## src/hdl/cbm_pkg.sv

```systemverilog
`default_nettype none

package cbm_pkg;

  // register file geometry
  localparam int unsigned CfgAddrW = 4;
  localparam int unsigned CfgDataW = 32;

  // largest supported sizes
  localparam int unsigned MaxRomBankBits = 9;
  localparam int unsigned MaxRamAddrBits = 17;

  // register indexes on the configuration port
  typedef enum logic [1:0] {
    REG_CART_TYPE     = 2'd0,
    REG_ROM_BANK_BITS = 2'd1,
    REG_RAM_ADDR_BITS = 2'd2
  } reg_idx_e;

  // mapper kinds
  typedef enum logic [2:0] {
    CART_NONE = 3'd0,
    CART_MBC1 = 3'd1,
    CART_MBC2 = 3'd2,
    CART_MBC3 = 3'd3,
    CART_MBC5 = 3'd4
  } cart_e;

  // result action codes
  typedef enum logic [2:0] {
    ACT_NONE   = 3'd0,
    ACT_ROM_RD = 3'd1,
    ACT_RAM_RD = 3'd2,
    ACT_RAM_WR = 3'd3,
    ACT_OPEN   = 3'd4,
    ACT_REG_WR = 3'd5,
    ACT_DROP   = 3'd6
  } action_e;

  // one bus access
  typedef struct packed {
    logic        req_type;
    logic [15:0] bus_address;
    logic [7:0]  write_value;
  } req_t;

  // one mapping result
  typedef struct packed {
    logic [2:0]  action;
    logic [22:0] phys_address;
    logic [7:0]  mem_write_data;
    logic        force_high_nibble;
  } rsp_t;

  // configuration registers as seen by the decoder
  typedef struct packed {
    logic [2:0] cart_type;
    logic [3:0] rom_bank_bits;
    logic [4:0] ram_addr_bits;
  } cfg_t;

endpackage

`default_nettype wire

```

## src/hdl/cbm_cfg.sv

```systemverilog
`default_nettype none

module cbm_cfg (
  input  wire logic                          clk_i,
  input  wire logic                          rst_ni,
  input  wire logic                          psel,
  input  wire logic                          penable,
  input  wire logic                          pwrite,
  input  wire logic [cbm_pkg::CfgAddrW-1:0]  paddr,
  input  wire logic [cbm_pkg::CfgDataW-1:0]  pwdata,
  output logic      [cbm_pkg::CfgDataW-1:0]  prdata,
  output logic                               pready,
  output cbm_pkg::cfg_t                      cfg_o
);
  import cbm_pkg::*;

  cfg_t     cfg_q, cfg_d;
  logic     wr_en;
  reg_idx_e idx;

  assign pready = 1'b1;
  assign idx    = reg_idx_e'(paddr[3:2]);
  assign wr_en  = psel && penable && pwrite && pready;

  // register write decode
  always_comb begin
    cfg_d = cfg_q;
    if (wr_en) begin
      case (idx)
        REG_CART_TYPE:     cfg_d.cart_type     = pwdata[2:0];
        REG_ROM_BANK_BITS: cfg_d.rom_bank_bits = pwdata[3:0];
        REG_RAM_ADDR_BITS: cfg_d.ram_addr_bits = pwdata[4:0];
        default:           cfg_d = cfg_q;
      endcase
    end
  end

  always_ff @(posedge clk_i or negedge rst_ni) begin
    if (!rst_ni) begin
      cfg_q.cart_type     <= CART_NONE;
      cfg_q.rom_bank_bits <= 4'd1;
      cfg_q.ram_addr_bits <= 5'd0;
    end else begin
      cfg_q <= cfg_d;
    end
  end

  // read back
  always_comb begin
    case (idx)
      REG_CART_TYPE:     prdata = {{(CfgDataW-3){1'b0}}, cfg_q.cart_type};
      REG_ROM_BANK_BITS: prdata = {{(CfgDataW-4){1'b0}}, cfg_q.rom_bank_bits};
      REG_RAM_ADDR_BITS: prdata = {{(CfgDataW-5){1'b0}}, cfg_q.ram_addr_bits};
      default:           prdata = '0;
    endcase
  end

  assign cfg_o = cfg_q;

endmodule

`default_nettype wire

```

## src/hdl/cbm_map.sv

```systemverilog
`default_nettype none

module cbm_map (
  input  wire logic          clk_i,
  input  wire logic          rst_ni,
  input  wire cbm_pkg::cfg_t cfg_i,
  input  wire cbm_pkg::req_t req_i,
  input  wire logic          advance_i,
  output cbm_pkg::rsp_t      rsp_o
);
  import cbm_pkg::*;

  // mapper state
  logic [8:0] low_rom_bank_q, low_rom_bank_d;
  logic [1:0] high_bank_bits_q, high_bank_bits_d;
  logic [3:0] ram_sel_q, ram_sel_d;
  logic       mode_bit_q, mode_bit_d;
  logic       ram_on_q, ram_on_d;

  logic [15:0] a;
  logic [7:0]  v;
  logic        wr, is_mapper, in_ram, ram_ok, en;
  logic [3:0]  rom_b;
  logic [4:0]  ram_b;
  logic [8:0]  rom_mask;
  logic [16:0] ram_mask;
  logic [8:0]  bank_lo, bank_hi;
  logic [16:0] ram_off;
  logic [3:0]  ram_blk;

  assign a         = req_i.bus_address;
  assign v         = req_i.write_value;
  assign wr        = req_i.req_type;
  assign is_mapper = (cfg_i.cart_type == CART_MBC1) || (cfg_i.cart_type == CART_MBC2) ||
                     (cfg_i.cart_type == CART_MBC3) || (cfg_i.cart_type == CART_MBC5);
  assign in_ram    = (a[15:13] == 3'b101);
  assign ram_ok    = ram_on_q && (cfg_i.ram_addr_bits != 5'd0);
  assign en        = (v[3:0] == 4'hA);

  // size masks, clamped to the largest sizes
  assign rom_b    = (cfg_i.rom_bank_bits > 4'(MaxRomBankBits)) ? 4'(MaxRomBankBits)
                                                               : cfg_i.rom_bank_bits;
  assign ram_b    = (cfg_i.ram_addr_bits > 5'(MaxRamAddrBits)) ? 5'(MaxRamAddrBits)
                                                               : cfg_i.ram_addr_bits;
  assign rom_mask = 9'((10'd1 << rom_b) - 10'd1);
  assign ram_mask = 17'((18'd1 << ram_b) - 18'd1);

  // rom banks for the fixed and the switchable window
  assign bank_lo = (cfg_i.cart_type == CART_MBC1 && mode_bit_q)
                   ? {2'b00, high_bank_bits_q, 5'b0} : 9'd0;
  assign bank_hi = (cfg_i.cart_type == CART_MBC1)
                   ? {2'b00, high_bank_bits_q, low_rom_bank_q[4:0]} : low_rom_bank_q;

  // external ram offset
  always_comb begin
    ram_blk = (cfg_i.cart_type == CART_MBC1) ? (mode_bit_q ? {2'b00, high_bank_bits_q} : 4'd0)
                                             : ram_sel_q;
    if (cfg_i.cart_type == CART_MBC2) begin
      ram_off = {8'd0, a[8:0]} & ram_mask;
    end else begin
      ram_off = {ram_blk, a[12:0]} & ram_mask;
    end
  end

  // result decode
  always_comb begin
    rsp_o = '0;
    if (wr) begin
      if (!a[15]) begin
        rsp_o.action = is_mapper ? ACT_REG_WR : ACT_DROP;
      end else if (in_ram) begin
        if (!ram_ok) begin
          rsp_o.action = ACT_DROP;
        end else begin
          rsp_o.action         = ACT_RAM_WR;
          rsp_o.phys_address   = {6'd0, ram_off};
          rsp_o.mem_write_data = (cfg_i.cart_type == CART_MBC2) ? {4'd0, v[3:0]} : v;
        end
      end
    end else begin
      if (a[15:14] == 2'b00) begin
        rsp_o.action       = ACT_ROM_RD;
        rsp_o.phys_address = {bank_lo & rom_mask, a[13:0]};
      end else if (a[15:14] == 2'b01) begin
        rsp_o.action       = ACT_ROM_RD;
        rsp_o.phys_address = {bank_hi & rom_mask, a[13:0]};
      end else if (in_ram) begin
        if (!ram_ok) begin
          rsp_o.action = ACT_OPEN;
        end else begin
          rsp_o.action            = ACT_RAM_RD;
          rsp_o.phys_address      = {6'd0, ram_off};
          rsp_o.force_high_nibble = (cfg_i.cart_type == CART_MBC2);
        end
      end
    end
  end

  // mapper register writes
  always_comb begin
    low_rom_bank_d   = low_rom_bank_q;
    high_bank_bits_d = high_bank_bits_q;
    ram_sel_d        = ram_sel_q;
    mode_bit_d       = mode_bit_q;
    ram_on_d         = ram_on_q;
    if (advance_i && wr && !a[15]) begin
      case (cfg_i.cart_type)
        CART_MBC1: begin
          case (a[14:13])
            2'd0:    ram_on_d = en;
            2'd1:    low_rom_bank_d = (v[4:0] == 5'd0) ? 9'd1 : {4'd0, v[4:0]};
            2'd2:    high_bank_bits_d = v[1:0];
            default: mode_bit_d = v[0];
          endcase
        end
        CART_MBC2: begin
          if (!a[14]) begin
            if (a[8]) begin
              low_rom_bank_d = (v[3:0] == 4'd0) ? 9'd1 : {5'd0, v[3:0]};
            end else begin
              ram_on_d = en;
            end
          end
        end
        CART_MBC3: begin
          case (a[14:13])
            2'd0:    ram_on_d = en;
            2'd1:    low_rom_bank_d = (v[6:0] == 7'd0) ? 9'd1 : {2'd0, v[6:0]};
            2'd2:    if (v <= 8'h03) ram_sel_d = v[3:0];
            default: ;
          endcase
        end
        CART_MBC5: begin
          case (a[14:12])
            3'd0, 3'd1: ram_on_d = en;
            3'd2:       low_rom_bank_d = {low_rom_bank_q[8], v};
            3'd3:       low_rom_bank_d = {v[0], low_rom_bank_q[7:0]};
            3'd4, 3'd5: ram_sel_d = v[3:0];
            default:    ;
          endcase
        end
        default: ;
      endcase
    end
  end

  always_ff @(posedge clk_i or negedge rst_ni) begin
    if (!rst_ni) begin
      low_rom_bank_q   <= 9'd1;
      high_bank_bits_q <= 2'd0;
      ram_sel_q        <= 4'd0;
      mode_bit_q       <= 1'b0;
      ram_on_q         <= 1'b0;
    end else begin
      low_rom_bank_q   <= low_rom_bank_d;
      high_bank_bits_q <= high_bank_bits_d;
      ram_sel_q        <= ram_sel_d;
      mode_bit_q       <= mode_bit_d;
      ram_on_q         <= ram_on_d;
    end
  end

endmodule

`default_nettype wire

```

## src/hdl/cartridge_bank_mapper_top.sv

```systemverilog
`default_nettype none

// Cartridge bank controller: each bus access item (read or write, 16-bit address,
// data byte) yields one result item with an action code, the physical ROM or external
// RAM byte address, the byte to store and the MBC2 high-nibble flag. Writes to the
// 0x0000-0x7FFF window update the mapper registers of the selected kind (none, MBC1,
// MBC2, MBC3, MBC5). The block takes one item per clock while its output is not stalled;
// each item passes an input register, the decode and mask logic and the result register,
// and a stalled output backs up through both registers. Mapper kind, ROM bank bits and
// RAM size are set over the APB-style port (cart_type at 0x0, rom_bank_bits at 0x4,
// ram_addr_bits at 0x8); the user must set them only while no item is in flight, as the
// block itself does not enforce this.
module cartridge_bank_mapper_top (
  input  wire logic                          clk_i,
  input  wire logic                          rst_ni,
  input  wire logic                          in_valid_i,
  output logic                               in_stall_o,
  input  wire cbm_pkg::req_t                 in_data_i,
  output logic                               out_valid_o,
  input  wire logic                          out_stall_i,
  output cbm_pkg::rsp_t                      out_data_o,
  input  wire logic                          psel,
  input  wire logic                          penable,
  input  wire logic                          pwrite,
  input  wire logic [cbm_pkg::CfgAddrW-1:0]  paddr,
  input  wire logic [cbm_pkg::CfgDataW-1:0]  pwdata,
  output logic      [cbm_pkg::CfgDataW-1:0]  prdata,
  output logic                               pready
);
  import cbm_pkg::*;

  cfg_t cfg;
  req_t req_q;
  rsp_t rsp, rsp_q;
  logic s1_valid_q, s1_valid_d;
  logic out_valid_q, out_valid_d;
  logic out_free, advance, in_accept;

  // handshake between the two stages
  assign out_free   = !out_valid_q || !out_stall_i;
  assign advance    = s1_valid_q && out_free;
  assign in_stall_o = s1_valid_q && !out_free;
  assign in_accept  = in_valid_i && !in_stall_o;

  assign s1_valid_d  = in_accept || (s1_valid_q && !advance);
  assign out_valid_d = advance || (out_valid_q && out_stall_i);

  always_ff @(posedge clk_i or negedge rst_ni) begin
    if (!rst_ni) begin
      s1_valid_q  <= 1'b0;
      out_valid_q <= 1'b0;
    end else begin
      s1_valid_q  <= s1_valid_d;
      out_valid_q <= out_valid_d;
    end
  end

  // payload registers
  always_ff @(posedge clk_i) begin
    if (in_accept) begin
      req_q <= in_data_i;
    end
    if (advance) begin
      rsp_q <= rsp;
    end
  end

  cbm_cfg u_cfg (
    .clk_i   (clk_i),
    .rst_ni  (rst_ni),
    .psel    (psel),
    .penable (penable),
    .pwrite  (pwrite),
    .paddr   (paddr),
    .pwdata  (pwdata),
    .prdata  (prdata),
    .pready  (pready),
    .cfg_o   (cfg)
  );

  cbm_map u_map (
    .clk_i     (clk_i),
    .rst_ni    (rst_ni),
    .cfg_i     (cfg),
    .req_i     (req_q),
    .advance_i (advance),
    .rsp_o     (rsp)
  );

  assign out_valid_o = out_valid_q;
  assign out_data_o  = rsp_q;

  // stall only while an item waits in the input register
  a_stall_needs_item: assert property (@(posedge clk_i) disable iff (!rst_ni)
    in_stall_o |-> s1_valid_q)
    else $error("input stalled with empty input register");

  // a free result register never holds the input side back
  a_no_stall_when_free: assert property (@(posedge clk_i) disable iff (!rst_ni)
    !out_valid_q |-> !in_stall_o)
    else $error("input stalled while result register is free");

  // a new result only comes from an item in the input register
  a_result_from_s1: assert property (@(posedge clk_i) disable iff (!rst_ni)
    $rose(out_valid_o) |-> $past(s1_valid_q))
    else $error("result appeared without a decoded item");

endmodule

`default_nettype wire

```

## config.mk

```make
export PLATFORM = sky130hd
export DESIGN_NAME = cartridge_bank_mapper_top
export DESIGN_NICKNAME = d
export VERILOG_FILES = /design/src/hdl/cbm_pkg.sv /design/src/hdl/cbm_cfg.sv /design/src/hdl/cbm_map.sv /design/src/hdl/cartridge_bank_mapper_top.sv
export SDC_FILE = /design/constraint.sdc
export NUM_CORES = 1
export LEC_CHECK = 0
export BUFFER_PORTS_ARGS = -buffer_cell sky130_fd_sc_hd__buf_2
export CORE_ASPECT_RATIO = 0.5
export CORE_MARGIN = 8
export CORE_UTILIZATION = 50
export DETAILED_ROUTE_END_ITERATION = 8
export GPL_TIMING_DRIVEN = 1
export PLACE_DENSITY = 0.78
export SYNTH_ARGS = -nofsm -noshare
export SYNTH_HDL_FRONTEND = slang
export SYNTH_SLANG_ARGS = --single-unit
```

## constraint.sdc

```tcl
create_clock -name clk_i -period 3.5 [get_ports clk_i]
set_clock_uncertainty 0.05 [all_clocks]
set_input_delay 0.35 -clock clk_i [delete_from_list [all_inputs] [get_ports clk_i]]
set_output_delay 0.35 -clock clk_i [all_outputs]
set_load 0.01 [all_outputs]
```

======== Word-level counts from Yosys, hierarchy flattened ========
Cells that the tools add are included.
word-level totals
  register bits after elaboration ......... 91
  input port bits ......................... 68
  output and inout bits ................... 70
  logic and storage cells ................. 154
operators by class
  add/subtract/negate cells ............... 2
  order comparisons ....................... 3
  eq/ne operators ......................... 30
  shifts and indexed selects .............. 2
  mux-type cells .......................... 39
  bitwise operators ....................... 9
  reductions and logical operators ........ 50
operators with widths
  kind                     count
  $mux W26                 4
  $mux W9                  5
  $pmux W9 S4              1
  $mux W17                 2
  $mux W34                 1
  $mux W31                 1
  $ne A2 B2 Y1 const B     13
  $mux W25                 1
  $mux W4                  6
  $and A9 B9 Y9            2
  $pmux W9 S2              1
  $and A17 B17 Y17         1
  $and A9 B17 Y17          1
  $shl A1 B5 Y17 const A   1
  $sub A17 B1 Y17 const B  1
  $reduce_and A8 Y1        2
  $pmux W5 S3              1
  $mux W7                  2
  $eq A3 B2 Y1 const B     4
  $eq A3 B3 Y1 const B     4
  $logic_and A1 B1 Y1      11
  $mux W5                  2
  $reduce_or A5 Y1         2
  $mux W3                  3
  34 further kinds         63

======== Depth between registers and ports, before layout ========
  word-level depth ........................ 11
  depth in mapped cells ................... 10

======== Cells and area by module ========
Synthesis repeated with hierarchy kept, for this count alone.
unflattened totals
  cell total of the unflattened synthesis .. 389
  area total of the unflattened synthesis .. 4564.4 um2
by module, submodules not included
  module                     times used  cells each  area an instance (um2)
  cartridge_bank_mapper_top  1           68          1894.3
  cbm_map                    1           248         1878.1
  cbm_cfg                    1           73          792.0

======== Least setup slack after synthesis ========
No wires, ideal clock.
  path kind ............................... register to register
  start point ............................. reg u_cfg.cfg_q, in the netlist u_cfg.cfg_o[1]
  end point ............................... reg rsp_q, in the netlist out_data_o[19] (data pin)
  setup time .............................. 255 ps
  arrival time ............................ 1946 ps
  setup slack ............................. 1249 ps
  stages on the path, launching flop included .. 11
  buffers on the path ..................... 2
  period minus slack after synthesis ...... 2251 ps
  cell sequence ........................... dfrtp_1 > buf_2 > nor2_1 > nand3_1 > ha_1 > clkbuf_1 > nand2_1 > o21ai_0 > a32oi_1 > o21ai_0 > and2_1
RTL lines
  element                   RTL line                         RTL
  start: declaration        cbm_cfg.sv:17                    cfg_t cfg_q, cfg_d;
  start signal: assignment  cbm_cfg.sv:44                    cfg_q <= cfg_d;
  end signal: assignment    cartridge_bank_mapper_top.sv:64  rsp_q <= rsp;
  end: declaration          cartridge_bank_mapper_top.sv:34  rsp_t rsp, rsp_q;

==> metrics.md <==
| Metric | Value |
|---|---|
| Number of global-route vias before repair | `between 3,000 and 4,000` |
| Max Root-Sink Buffers | `2` |
| MaxCap Viol Count | `0` |
| Resized cells post-CTS | `0` |
| Min Tclk post-route | `approximately 2.8 ns` |
| Max-slew violation count | `0` |
| Worst-case reg-to-reg path depth | `7` |
| Crit Path Max Fanout | `17` |
| # rows | `24` |
| Required @ worst endpoint | `3.61 ns` |
| CTS sink cnt | `91` |
| CTS Root Cell | `clkbuf_16` |
| Min-Delay Path Class | `input port to async pin` |
| Critical Path Start Type | `register` |
| Switching Fraction | `~30%` |
| Number of fill cells | `just over 700` |
| Internal power | `between 2 and 2.5 mW` |
| Core Box Area | `just under 0.009 mm2` |
| Crit share post-route | `roughly 80%` |
| Clock share of power | `32.6%` |
| Initial core utilization | `approximately half` |
| Die Ht | `around 83 um` |
| Largest family of logic cells by synthesized area | `simple AND/OR/NAND/NOR gates` |
| Logic gate share of total power | `around a fifth` |
| DRT Pass-1 Iters | `5` |
| FFs w/ async S/R, synth | `34.07%` |
| Synth Area in XOR/XNOR | `less than 1%` |
| P_leak | `between 2 and 2.5 nW` |
| Adder-Cell Fraction of Synth Area | `0.5529%` |
| Setup slack, reg-to-reg | `about 0.7 ns` |
| Clock latency at the later pin of the worst-skew pair | `0.34 ns` |
| Register area | `about 0.0026 mm2` |
| Power per cell area | `between 500 and 600 mW/mm2` |
| Layout cells sized above 1 | `a little under a third` |
| FMAX | `357.0 MHz` |
| NetSw | `908.5 uW` |
| DR vias/cell | `around 5.5` |
| Multi-input logic area | `0.001684 mm2` |
| Slew HR | `about half` |
| Final Wtd Congestion | `about 0.9` |
| Num CTS Buffers | `9` |
| H-tree levels | `3` |
| Setup CP Type | `register to register` |
| Die footprint | `between 0.01 and 0.015 mm2` |
| Detailed placer's ending HPWL | `roughly 7800 um` |
| Sequential share of the synthesized area | `57.01%` |
| Setup TNS | `0 ns` |
| Hold Buf Count CTS | `0` |
| Post-synthesis compound-gate area fraction | `between 10% and 20%` |
| Post-synthesis simple-gate area fraction | `between 10% and 20%` |
| IO Count | `138` |
| Largest net degree at the start of global routing | `32` |
| RR Endpoint | `out_data_o[23]` |
| Synthesized flop and latch total | `between 90 and 100` |
| Syn avg cell area | `between 10 and 15 um2` |
| Least-Margin Pin Slew | `0.7671 ns` |
| Initial antenna violation count | `0` |
| Vias after detailed routing | `3,202` |
| GRT Total Usage | `between 10% and 20%` |
| Drt total wl | `roughly 11,000 um` |
| Status | `finished clean` |
| Drt drc | `0` |
| Top_reg_cell synth | `edfxtp_1` |
| RR Startpoint | `u_cfg.cfg_o[2]` |
| DRT iter0 DRCs | `between 300 and 400` |
| Post-Synthesis Cells | `a little under 400` |
| Arr. time, crit path | `roughly 2.9 ns` |
| CTS tree | `built` |
| Number of distinct library cells after synthesis | `66` |
| Final nets | `530` |
| DR WL/cell | `around 18 um` |
| Number of synthesized flops with an enable pin | `60` |
| Final hold vios | `0` |
| Buffers added on ports | `80` |
| Postcts setup bufs | `0` |
| First-pass GRT wire length | `roughly 17,000 um` |
| Final Util | `between 50% and 60%` |
| Mux share of post-synthesis cell area | `a little over 7%` |
| Worst-path clk slew | `around 0.07 ns` |
| Cell area after synthesis | `0.004526 mm2` |
| Sequential Power Share | `approximately 48%` |
| GRT overflow | `0` |
| Area growth, synth to finish | `14.87%` |
| Diodes inserted | `0` |
| Yosys warns | `0` |
| CP Capture Type | `register` |
| Post-route ant nets | `0` |
| Unrepaired setup endpoints after global routing | `false` |
| Worst vdd ir | `0.0002836 V` |
| Die Wd | `around 150 um` |
| Final setup viols | `0` |
-- placed cells by master, fill, tap and decap left out, types with 3 or more instances in the layout --
master,instances
a21boi_0,3
o31ai_1,6
nand3_1,11
nor2b_1,6
nand2_1,30
nand3b_1,7
edfxtp_1,60
clkbuf_16,10
o21ai_2,3
o21ai_0,27
and3_1,9
nor2_1,14
conb_1,28
buf_4,3
and2_1,8
nand2b_1,5
dfrtp_1,29
mux2_2,23
mux2i_1,7
inv_1,13
nor3_1,8
a21oi_1,14
buf_2,80
-- state kept, by name, indices dropped and copies added, names as in the netlist --
register                count
u_map.ram_on_q              1
s1_valid_q                  1
req_q                      25
u_map.mode_bit_q            1
out_valid_o                 1
u_map.ram_sel_q             4
u_cfg.cfg_o                12
out_data_o                 35
u_map.low_rom_bank_q        9
u_map.high_bank_bits_q      2
-- power groups by stage --
| stage | logic (mW) | clock network [mW] | registers [mW] |
|---|---|---|---|
| floorplan | 0.505 | 0 | 1.41 |
| CTS | 0.592 | 1.02 | 1.47 |
| global route | 0.654 | 1.06 | 1.50 |
| detailed placement | 0.586 | 0 | 1.49 |
| global placement | 0.566 | 0 | 1.48 |
| finish | 0.594 | 1.00 | 1.47 |
-- per-layer routing --
metal  wire length [um]  up-vias  global-route usage [%]  part of all wire [%]
met5                  0        -                       0                     0
met1               4440     1520                   21.32                    41
met2               4988      171                   26.99                    47
met3               1099       19                   5.357                    10
li1                   -     1492                       -                     -
met4                172        0                   5.856                   1.6
-- logic make-up (layout without fill, tap and decap cells) --
kind of cell             count (synthesis)  after routing
flip-flops                              91             91
multiplexers                            30             30
buffers and inverters                   62            113
adder cells (fa/ha/maj)                  2              2
AO/OA/AOI/OAI                           79             79
other                                    2             28
XOR/XNOR                                 3              3
AND/OR/NAND/NOR                        119            119
-- per-stage QoR --
stage	instance area, um2	hold WS (ns)	setup slack (ns)	std cells	total power [mW]
3_3_place_gp	4886	0.3711	0.8315	566	2.044
2_1_floorplan	4623	0.004409	1.249	414	1.913
6_report	5199	0.008991	0.6986	582	3.069
4_1_cts	5199	0.02291	0.7711	582	3.077
5_1_grt	5199	0.04965	0.5570	582	3.206
3_5_place_dp	4886	0.3886	0.7752	566	2.075
-- cell usage after synthesis, types with 3 or more instances --
cell	count	area (um2)
nand3_1	11	55.05
and3_1	9	56.30
nor3_1	8	40.04
inv_1	13	48.80
and2_1	8	50.05
edfxtp_1	60	1802
o21ai_2	3	26.28
o31ai_1	6	45.04
o21ai_0	27	135.1
a21boi_0	3	22.52
nor2b_1	6	37.54
buf_4	28	210.2
nand2b_1	5	31.28
dfrtp_1	29	725.7
nand3b_1	7	52.55
a21oi_1	14	70.07
buf_2	4	20.02
clkbuf_1	13	48.80
nand2_1	30	112.6
nor2_1	14	52.55
mux2_2	23	259.0
mux2i_1	7	70.07
-- critical path, stage by stage (launching register included) --
cell,delay [ns]
dfrtp_1,0.55
nor2_1,0.51
nand3_1,0.15
ha_1,0.36
or3_1,0.39
nand2_1,0.08
a41oi_1,0.21
o31ai_1,0.31
-- final cells by class --
| type | count | share of cell area [%] |
|---|---|---|
| Sequential cell | 91 | 49.63 |
| Multi-Input combinational cell | 261 | 32.39 |
| Timing Repair Buffer | 83 | 8.135 |
| Clock buffer | 10 | 4.813 |
| Tap cell | 117 | 2.816 |
| Clock inverter | 6 | 1.203 |
| Inverter | 14 | 1.011 |
-- how the worst max path moves through the flow --
stage                    from              to  slack, ns  cells past startpoint
3_5_place_dp   u_cfg.cfg_o[2]  out_data_o[23]       0.78                      7
3_3_place_gp   u_cfg.cfg_o[2]  out_data_o[23]       0.83                      7
6_report       u_cfg.cfg_o[2]  out_data_o[23]       0.70                      7
4_1_cts        u_cfg.cfg_o[2]  out_data_o[23]       0.77                      7
2_1_floorplan  u_cfg.cfg_o[1]  out_data_o[19]       1.25                     10
5_1_grt        u_cfg.cfg_o[2]  out_data_o[23]       0.56                      7
Note: power is estimated with default switching activity, not from simulation.
